### src/rtl/dltq_pkg.sv
// Shared types and constants for the delta-list timer queue.
// Used by the cell, the controller, the top level and the checker.
package dltq_pkg;

  localparam int DELTA_W      = 16;
  localparam int EVENT_W      = 8;
  localparam int RESULT_LIMIT = 16;
  localparam int NUM_W        = 5;

  localparam logic CMD_INSERT  = 1'b0;
  localparam logic CMD_TICK    = 1'b1;
  localparam logic STATUS_OK   = 1'b0;
  localparam logic STATUS_FULL = 1'b1;

  typedef enum logic [1:0] {
    LINK_INS_SEARCH,
    LINK_INS_CARRY,
    LINK_TICK_SUB
  } link_op_e;

  typedef enum logic [1:0] {
    ST_IDLE,
    ST_FIRE,
    ST_RUN
  } state_e;

  // token handed from one cell to the next
  typedef struct packed {
    logic                 go;
    link_op_e             op;
    logic [DELTA_W-1:0]   val;
    logic [EVENT_W-1:0]   ev;
  } link_t;

  // contents of one cell
  typedef struct packed {
    logic                 valid;
    logic [DELTA_W-1:0]   delta;
    logic [EVENT_W-1:0]   ev;
  } entry_t;

endpackage

### src/rtl/delta_list_timer_queue.sv
// Delta-list timer queue: up to DEPTH pending events ordered by expiry, each cell holding
// its delay relative to the cell before it. An insert request keeps the queue busy while
// the insert token ripples one cell per cycle down the chain, and is rejected without a
// ripple when the queue is full. A tick request fires events from the head one by one,
// then sends the leftover tics down the chain with the same one-cell-per-cycle ripple
// when any remain on a non-empty queue. Fired events leave from the head, the chain
// shifting one place per event; a stalled result holds the firing and the next request
// until it is taken. At most 16 events fire per tick.
// Depends on dltq_pkg, dltq_ctrl and dltq_cell.
module delta_list_timer_queue #(
  parameter int DEPTH = 16
) (
  input  logic                          clk_i,
  input  logic                          rst_ni,
  input  logic                          in_valid_i,
  output logic                          in_stall_o,
  input  logic                          command_i,
  input  logic [dltq_pkg::DELTA_W-1:0]  delay_i,
  input  logic [dltq_pkg::EVENT_W-1:0]  event_id_i,
  input  logic [dltq_pkg::DELTA_W-1:0]  tick_count_i,
  output logic                          out_valid_o,
  input  logic                          out_stall_i,
  output logic                          fired_o,
  output logic [dltq_pkg::EVENT_W-1:0]  fired_event_o,
  output logic                          insert_status_o,
  output logic                          last_o
);

  dltq_pkg::entry_t ent [DEPTH];
  dltq_pkg::link_t  lnk [DEPTH];
  logic             shift;

  dltq_ctrl #(
    .DEPTH (DEPTH)
  ) u_ctrl (
    .clk_i           (clk_i),
    .rst_ni          (rst_ni),
    .in_valid_i      (in_valid_i),
    .in_stall_o      (in_stall_o),
    .command_i       (command_i),
    .delay_i         (delay_i),
    .event_id_i      (event_id_i),
    .tick_count_i    (tick_count_i),
    .out_valid_o     (out_valid_o),
    .out_stall_i     (out_stall_i),
    .fired_o         (fired_o),
    .fired_event_o   (fired_event_o),
    .insert_status_o (insert_status_o),
    .last_o          (last_o),
    .head_i          (ent[0]),
    .second_i        (ent[1]),
    .shift_o         (shift),
    .link_o          (lnk[0])
  );

  for (genvar i = 0; i < DEPTH; i++) begin : g_cell
    if (i < DEPTH - 1) begin : g_mid
      dltq_cell u_cell (
        .clk_i   (clk_i),
        .rst_ni  (rst_ni),
        .shift_i (shift),
        .link_i  (lnk[i]),
        .link_o  (lnk[i+1]),
        .next_i  (ent[i+1]),
        .entry_o (ent[i])
      );
    end else begin : g_tail
      dltq_cell u_cell (
        .clk_i   (clk_i),
        .rst_ni  (rst_ni),
        .shift_i (shift),
        .link_i  (lnk[i]),
        .link_o  (),
        .next_i  ('0),
        .entry_o (ent[i])
      );
    end
  end

endmodule

### src/rtl/dltq_cell.sv
// One entry of the delta list: relative delay, event id and valid bit.
// Processes the token from its left neighbor and shifts from its right one.
// Depends on dltq_pkg.
module dltq_cell (
  input  logic            clk_i,
  input  logic            rst_ni,
  input  logic            shift_i,
  input  dltq_pkg::link_t  link_i,
  output dltq_pkg::link_t  link_o,
  input  dltq_pkg::entry_t next_i,
  output dltq_pkg::entry_t entry_o
);

  logic                          valid_q, valid_d;
  logic [dltq_pkg::DELTA_W-1:0]  delta_q, delta_d;
  logic [dltq_pkg::EVENT_W-1:0]  ev_q, ev_d;
  dltq_pkg::link_t               link_q, link_d;

  always_comb begin
    valid_d   = valid_q;
    delta_d   = delta_q;
    ev_d      = ev_q;
    link_d    = link_i;
    link_d.go = 1'b0;
    if (shift_i) begin
      valid_d = next_i.valid;
      delta_d = next_i.delta;
      ev_d    = next_i.ev;
    end else if (link_i.go) begin
      case (link_i.op)
        dltq_pkg::LINK_INS_SEARCH: begin
          if (!valid_q) begin
            valid_d = 1'b1;
            delta_d = link_i.val;
            ev_d    = link_i.ev;
          end else if (delta_q <= link_i.val) begin
            link_d.go  = 1'b1;
            link_d.val = link_i.val - delta_q;
          end else begin
            delta_d    = link_i.val;
            ev_d       = link_i.ev;
            link_d.go  = 1'b1;
            link_d.op  = dltq_pkg::LINK_INS_CARRY;
            link_d.val = delta_q - link_i.val;
            link_d.ev  = ev_q;
          end
        end
        dltq_pkg::LINK_INS_CARRY: begin
          valid_d = 1'b1;
          delta_d = link_i.val;
          ev_d    = link_i.ev;
          if (valid_q) begin
            link_d.go  = 1'b1;
            link_d.val = delta_q;
            link_d.ev  = ev_q;
          end
        end
        dltq_pkg::LINK_TICK_SUB: begin
          if (valid_q) begin
            if (delta_q <= link_i.val) begin
              delta_d    = '0;
              link_d.go  = 1'b1;
              link_d.val = link_i.val - delta_q;
            end else begin
              delta_d = delta_q - link_i.val;
            end
          end
        end
        default: ;
      endcase
    end
  end

  always_ff @(posedge clk_i or negedge rst_ni) begin
    if (!rst_ni) begin
      valid_q <= 1'b0;
      link_q  <= '0;
    end else begin
      valid_q <= valid_d;
      link_q  <= link_d;
    end
  end

  always_ff @(posedge clk_i) begin
    delta_q <= delta_d;
    ev_q    <= ev_d;
  end

  assign link_o        = link_q;
  assign entry_o.valid = valid_q;
  assign entry_o.delta = delta_q;
  assign entry_o.ev    = ev_q;

endmodule

### src/rtl/dltq_ctrl.sv
// Request handling, head firing and result register of the timer queue.
// Drives the token into the cell chain and the shift toward the head.
// Depends on dltq_pkg.
module dltq_ctrl #(
  parameter int DEPTH = 16
) (
  input  logic                          clk_i,
  input  logic                          rst_ni,
  input  logic                          in_valid_i,
  output logic                          in_stall_o,
  input  logic                          command_i,
  input  logic [dltq_pkg::DELTA_W-1:0]  delay_i,
  input  logic [dltq_pkg::EVENT_W-1:0]  event_id_i,
  input  logic [dltq_pkg::DELTA_W-1:0]  tick_count_i,
  output logic                          out_valid_o,
  input  logic                          out_stall_i,
  output logic                          fired_o,
  output logic [dltq_pkg::EVENT_W-1:0]  fired_event_o,
  output logic                          insert_status_o,
  output logic                          last_o,
  input  dltq_pkg::entry_t              head_i,
  input  dltq_pkg::entry_t              second_i,
  output logic                          shift_o,
  output dltq_pkg::link_t               link_o
);

  localparam int CNT_W = $clog2(DEPTH + 1);

  dltq_pkg::state_e              state_q, state_d;
  logic [CNT_W-1:0]              count_q, count_d;
  logic [CNT_W-1:0]              cnt_q, cnt_d;
  logic [dltq_pkg::DELTA_W-1:0]  rem_q, rem_d;
  logic [dltq_pkg::NUM_W-1:0]    n_q, n_d;
  dltq_pkg::link_t               link_q, link_d;
  logic                          out_valid_q, out_valid_d;
  logic                          fired_q, fired_d;
  logic [dltq_pkg::EVENT_W-1:0]  fev_q, fev_d;
  logic                          status_q, status_d;
  logic                          last_q, last_d;

  logic                          out_free, accept, full, fire_now, more, wrap_up;
  logic [dltq_pkg::DELTA_W-1:0]  rem_after;
  logic [dltq_pkg::NUM_W-1:0]    n_next;

  assign out_free   = !out_valid_q || !out_stall_i;
  assign in_stall_o = !((state_q == dltq_pkg::ST_IDLE) && out_free);
  assign accept     = in_valid_i && !in_stall_o;
  assign full       = (count_q == CNT_W'(DEPTH));
  assign rem_after  = rem_q - head_i.delta;
  assign n_next     = n_q + dltq_pkg::NUM_W'(1);
  assign fire_now   = (count_q != '0) && (head_i.delta <= rem_q)
                      && (n_q < dltq_pkg::NUM_W'(dltq_pkg::RESULT_LIMIT));
  assign more       = (count_q > CNT_W'(1)) && (second_i.delta <= rem_after)
                      && (n_next < dltq_pkg::NUM_W'(dltq_pkg::RESULT_LIMIT));
  assign wrap_up    = !fire_now && ((n_q != '0) || out_free);

  always_comb begin
    state_d = state_q;
    case (state_q)
      dltq_pkg::ST_IDLE: begin
        if (accept) begin
          if (command_i == dltq_pkg::CMD_TICK) begin
            state_d = dltq_pkg::ST_FIRE;
          end else if (!full) begin
            state_d = dltq_pkg::ST_RUN;
          end
        end
      end
      dltq_pkg::ST_FIRE: begin
        if (wrap_up) begin
          if ((rem_q != '0) && (count_q != '0)) begin
            state_d = dltq_pkg::ST_RUN;
          end else begin
            state_d = dltq_pkg::ST_IDLE;
          end
        end
      end
      dltq_pkg::ST_RUN: begin
        if (cnt_q == '0) begin
          state_d = dltq_pkg::ST_IDLE;
        end
      end
      default: state_d = dltq_pkg::ST_IDLE;
    endcase
  end

  always_comb begin
    count_d     = count_q;
    cnt_d       = cnt_q;
    rem_d       = rem_q;
    n_d         = n_q;
    link_d      = link_q;
    link_d.go   = 1'b0;
    shift_o     = 1'b0;
    out_valid_d = out_valid_q && out_stall_i;
    fired_d     = fired_q;
    fev_d       = fev_q;
    status_d    = status_q;
    last_d      = last_q;
    case (state_q)
      dltq_pkg::ST_IDLE: begin
        if (accept) begin
          if (command_i == dltq_pkg::CMD_TICK) begin
            rem_d = tick_count_i;
            n_d   = '0;
          end else begin
            out_valid_d = 1'b1;
            fired_d     = 1'b0;
            fev_d       = '0;
            status_d    = full ? dltq_pkg::STATUS_FULL : dltq_pkg::STATUS_OK;
            last_d      = 1'b1;
            if (!full) begin
              link_d.go  = 1'b1;
              link_d.op  = dltq_pkg::LINK_INS_SEARCH;
              link_d.val = delay_i;
              link_d.ev  = event_id_i;
              count_d    = count_q + CNT_W'(1);
              cnt_d      = CNT_W'(DEPTH);
            end
          end
        end
      end
      dltq_pkg::ST_FIRE: begin
        if (fire_now) begin
          if (out_free) begin
            out_valid_d = 1'b1;
            fired_d     = 1'b1;
            fev_d       = head_i.ev;
            status_d    = dltq_pkg::STATUS_OK;
            last_d      = !more;
            shift_o     = 1'b1;
            count_d     = count_q - CNT_W'(1);
            rem_d       = rem_after;
            n_d         = n_next;
          end
        end else if (wrap_up) begin
          if (n_q == '0) begin
            out_valid_d = 1'b1;
            fired_d     = 1'b0;
            fev_d       = '0;
            status_d    = dltq_pkg::STATUS_OK;
            last_d      = 1'b1;
          end
          if ((rem_q != '0) && (count_q != '0)) begin
            link_d.go  = 1'b1;
            link_d.op  = dltq_pkg::LINK_TICK_SUB;
            link_d.val = rem_q;
            link_d.ev  = '0;
            cnt_d      = CNT_W'(DEPTH);
          end
        end
      end
      dltq_pkg::ST_RUN: begin
        if (cnt_q != '0) begin
          cnt_d = cnt_q - CNT_W'(1);
        end
      end
      default: ;
    endcase
  end

  always_ff @(posedge clk_i or negedge rst_ni) begin
    if (!rst_ni) begin
      state_q     <= dltq_pkg::ST_IDLE;
      count_q     <= '0;
      cnt_q       <= '0;
      n_q         <= '0;
      link_q      <= '0;
      out_valid_q <= 1'b0;
    end else begin
      state_q     <= state_d;
      count_q     <= count_d;
      cnt_q       <= cnt_d;
      n_q         <= n_d;
      link_q      <= link_d;
      out_valid_q <= out_valid_d;
    end
  end

  always_ff @(posedge clk_i) begin
    rem_q    <= rem_d;
    fired_q  <= fired_d;
    fev_q    <= fev_d;
    status_q <= status_d;
    last_q   <= last_d;
  end

  assign link_o          = link_q;
  assign out_valid_o     = out_valid_q;
  assign fired_o         = fired_q;
  assign fired_event_o   = fev_q;
  assign insert_status_o = status_q;
  assign last_o          = last_q;

endmodule

### config.mk
export PLATFORM = sky130hd
export DESIGN_NAME = delta_list_timer_queue
export DESIGN_NICKNAME = d
export VERILOG_FILES = /design/src/rtl/dltq_pkg.sv /design/src/rtl/delta_list_timer_queue.sv /design/src/rtl/dltq_cell.sv /design/src/rtl/dltq_ctrl.sv
export SDC_FILE = /design/constraint.sdc
export NUM_CORES = 2
export LEC_CHECK = 0
export BUFFER_PORTS_ARGS = -buffer_cell sky130_fd_sc_hd__buf_2
export CAP_MARGIN = 15
export CORE_ASPECT_RATIO = 2
export CORE_UTILIZATION = 40
export CTS_BUF_LIST = sky130_fd_sc_hd__clkbuf_2
export DETAILED_ROUTE_END_ITERATION = 10
export SETUP_SLACK_MARGIN = 0.2
export SLEW_MARGIN = 20
export SYNTH_ARGS = -nofsm -noshare
export SYNTH_HDL_FRONTEND = slang
export SYNTH_SLANG_ARGS = --single-unit
### constraint.sdc
create_clock -name clk_i -period 4.95 [get_ports clk_i]
set_input_delay 0.99 -clock clk_i [delete_from_list [all_inputs] [get_ports clk_i]]
set_output_delay 0.99 -clock clk_i [all_outputs]
set_load 0.1 [all_outputs]
==> flow_metrics.py <==
metrics = {
    "run_status": {
        "run_status": "finished clean",
    },
    "critical_path": {
        "worstSetupPathType": "flip-flop to flip-flop",
        "start_kind": "flip-flop",
        "end_kind": "flip-flop",
        "critPathArrivalTime_ps": 6280,
        "path_max_fanout": 9,
        "crit_required_ps": 6630,
        "rrSetupSlack_ps": 350,
    },
    "layout": {
        "fin_area_um2": 78000,
        "multi_input_area_um2": 43200,
        "final_common_cell": "nand2_1",
        "seq_area_um2": 23700,
        "final_cell_mix": "nand2_1 (1075), inv_1 (766), o21ai_0 (745)",
        "synthToLayoutAreaGrowth_pct": 8.33,
        "fillers": 18100,
        "finish.utilization": 0.437,
        "final_nets": 9512,
        "drive_gt1_frac": 0.0878,
    },
    "clock_tree": {
        "h-tree-depth": 4,
        "cts.sinks": 876,
        "cts_tree": "done",
        "cts_root_buf": "clkbuf_2",
        "clk_pin_slew_worst_paths_ps": 110,
        "postCtsSetupBuffers": 0,
        "clock_path_buffers": 4,
        "clock_latency_ps": 1800,
        "numCtsBuffers": 224,
    },
    "floorplan": {
        "die_area_um2": 182000,
        "row_count": 219,
        "fp.dieH_um": 602,
        "die_x_um": 302,
        "ios": 58,
        "core-area_um2": 178000,
        "initial_utilization": 0.403,
    },
    "logic_synthesis": {
        "syn_inst": 8826,
        "synthXorXnorAreaFrac": 0.0532,
        "synth_area_um2": 72000,
        "synthSimpleGateAreaFrac": 0.152,
        "synth_warnings": 0,
        "synth-adder-area-share": 0.109,
        "yosysTopAreaCell": "dfrtp_1",
        "synth_ff_type": "dfrtp_1",
        "netlist_top_cells_area": "dfrtp_1 (16%), edfxtp_1 (16%), ha_1 (10%)",
        "synth.net_count": 9479,
        "yosys-mux-area-fraction": 0.0126,
        "synth_top_family_by_area": "compound AO/OA/AOI/OAI gates",
        "synth_compound_area_frac": 0.273,
        "synth_edf_count": 387,
        "synth_cell_types": 95,
        "synth-seq-area-share": 0.330,
        "synthArstFlopShare": 0.531,
        "synth_top_cell_area_share": 0.162,
        "synth.avg_cell_area_um2": 8.15,
        "ys_ff_latch": 876,
    },
    "place": {
        "gp_congestion": 1.06,
        "dpl_cell_area_um2": 75200,
        "hpwl_um": 244000,
        "post-place-ws_ps": 507,
        "io_buffers": 57,
    },
    "power": {
        "p_clk_frac": 0.094,
        "irDropWorstVdd_uv": 372,
        "powerDensity_nw_per_um2": 801,
        "p_sw_frac": 0.549,
        "intPower_w": 0.0281,
        "pwr-share-seq": 0.224,
        "power.net_switching_w": 0.0343,
        "finalPower_w": 0.0624,
        "p_leak_nw": 34.0,
        "p_comb_frac": 0.683,
    },
    "drt": {
        "dr.first_iter.drc_count": 6105,
        "final_antenna_net_count": 0,
        "vias_per_cell": 6.24,
        "vias": 71000,
        "route.detailed.wl_per_inst_um": 28.1,
        "drc": 0,
        "drt-pass1-iter-count": 10,
        "routed_wl_um": 319000,
    },
    "sta": {
        "fmax_mhz": 217,
        "slew_headroom": 0.199,
        "skew_ps": 261,
        "min_period_over_period": 0.929,
        "tns_ps": 0,
        "setup_viol": 0,
        "slew_violations": 0,
        "grt_setup_unrepaired": "no",
        "setup_slack_ps": 352,
        "period_minus_slack_ps": 4600,
        "max_slew.worst_pin.slew_ps": 1200,
        "finalHoldViolCount": 0,
    },
    "global_routing": {
        "globalRoute.totalOverflow": 0,
        "grt_pass1_vias": 72100,
        "grt_first_pass_wirelength_um": 462000,
        "grt_max_degree": 114,
        "grt_use_total": 0.344,
        "antenna_found_initial": 16,
    },
    "flow_run": {
        "max_cap_viol_count": 0,
    },
    "min_path": {
        "hold_path_class": "primary input to flip-flop",
    },
}
==> critical path, stage by stage (launching register included) <==
cell and delay [ps]:
dfrtp_1 440, ha_1 800, nand4_1 290, or4_1 670, a21boi_0 210, a41oi_2 310, nand2_1 340, nor2_1 910
o21ai_0 220, o221a_2 170, o22ai_1 130
==> metal layers <==
metal | share of wire | vias to the layer above | wire length (µm) | GRT usage
met5 | 0.00027 | - | 87 | 0.000271
met4 | 0.14 | 14 | 43800 | 0.401
met3 | 0.054 | 1733 | 17300 | 0.0658
met2 | 0.52 | 3546 | 167000 | 0.635
met1 | 0.29 | 33900 | 91300 | 0.279
li1 | - | 31800 | - | -
==> logic make-up after synthesis <==
family | after synthesis
AOI/OAI and AO/OA | 2994
xor gates and xnor gates | 437
adders and majority gates | 608
buffers and inverters | 1344
DFF | 876
muxes | 89
and+or+nand+nor | 2478
==> synthesized netlist by cell type (194+ instances only) <==
cell type	count
nor2_1	635
inv_1	766
edfxtp_1	387
dfrtp_1	465
a21o_1	225
ha_1	576
clkbuf_1	467
xnor2_1	261
o21ai_0	764
nand3_1	194
a21oi_1	697
nand2_1	1076
==> power groups by stage <==
stage	Clock, W	Combinational [W]	Sequential [W]
2_1_floorplan	0	0.0287	0.0124
3_3_place_gp	0	0.0407	0.0139
3_5_place_dp	0	0.0411	0.0139
4_1_cts	0.00601	0.0413	0.0138
5_1_grt	0.00627	0.0456	0.0141
6_report	0.00585	0.0426	0.0140
==> area by class of cell <==
type / count / share of cell area
inverter: 782 / 0.0376
multi-input combinational: 6606 / 0.554
tap: 2320 / 0.0372
clock inverter: 89 / 0.00785
sequential: 876 / 0.304
antenna: 11 / 0.000353
clock buffer: 324 / 0.0208
timing repair buffer: 369 / 0.0376
==> through the flow <==
step	cells	hold WS [ps]
finish	11400	114
global route	11400	95.2
detailed placement	10900	477
floorplan	8826	432
CTS	11400	6.99
global placement	10900	468
==> flip-flops by register name (all words and copies together), names as in the netlist <==
name and flops:
u_ctrl.state_q 2, u_ctrl.rem_q 16, u_ctrl.insert_status_o 1, g_cell.g_mid.u_cell.link_o 405
u_ctrl.last_o 1, g_cell.g_tail.u_cell.valid_q 1, u_ctrl.fired_o 1, g_cell.g_tail.u_cell.delta_q 16
g_cell.g_tail.u_cell.ev_q 8, u_ctrl.count_q 5, u_ctrl.cnt_q 5, g_cell.g_mid.u_cell.ev_q 120
u_ctrl.n_q 5, g_cell.g_mid.u_cell.delta_q 240, u_ctrl.fired_event_o 8, g_cell.g_mid.u_cell.valid_q 15
u_ctrl.link_o 26, u_ctrl.out_valid_o 1
==> path summary, 6_finish.rpt <==
| path | startpoint | endpoint | cells past startpoint |
|---|---|---|---|
| max | g_cell[4].g_mid.u_cell.link_o[19]$_DFF_PN0_ | g_cell[5].g_mid.u_cell.link_o[13]$_DFF_PN0_ | 10 |
| max in group asynchronous | rst_ni | g_cell[12].g_mid.u_cell.link_o[13]$_DFF_PN0_ | 4 |
| min | event_id_i[3] | u_ctrl.link_o[3]$_DFFE_PN0P_ | 4 |
| min in group asynchronous | rst_ni | g_cell[3].g_mid.u_cell.link_o[14]$_DFF_PN0_ | 4 |
| min reg2reg | g_cell[3].g_mid.u_cell.link_o[4]$_DFF_PN0_ | g_cell[4].g_mid.u_cell.link_o[4]$_DFF_PN0_ | 1 |
| max reg2reg | g_cell[4].g_mid.u_cell.link_o[19]$_DFF_PN0_ | g_cell[5].g_mid.u_cell.link_o[13]$_DFF_PN0_ | 10 |
==> timing repair <==
action,4_1_cts,5_1_grt
setup endpoints to repair,0,2
hold endpoints to repair,254,0
gates resized for setup,0,1
hold buffers,50,0
(Power assumes the default switching activity.)
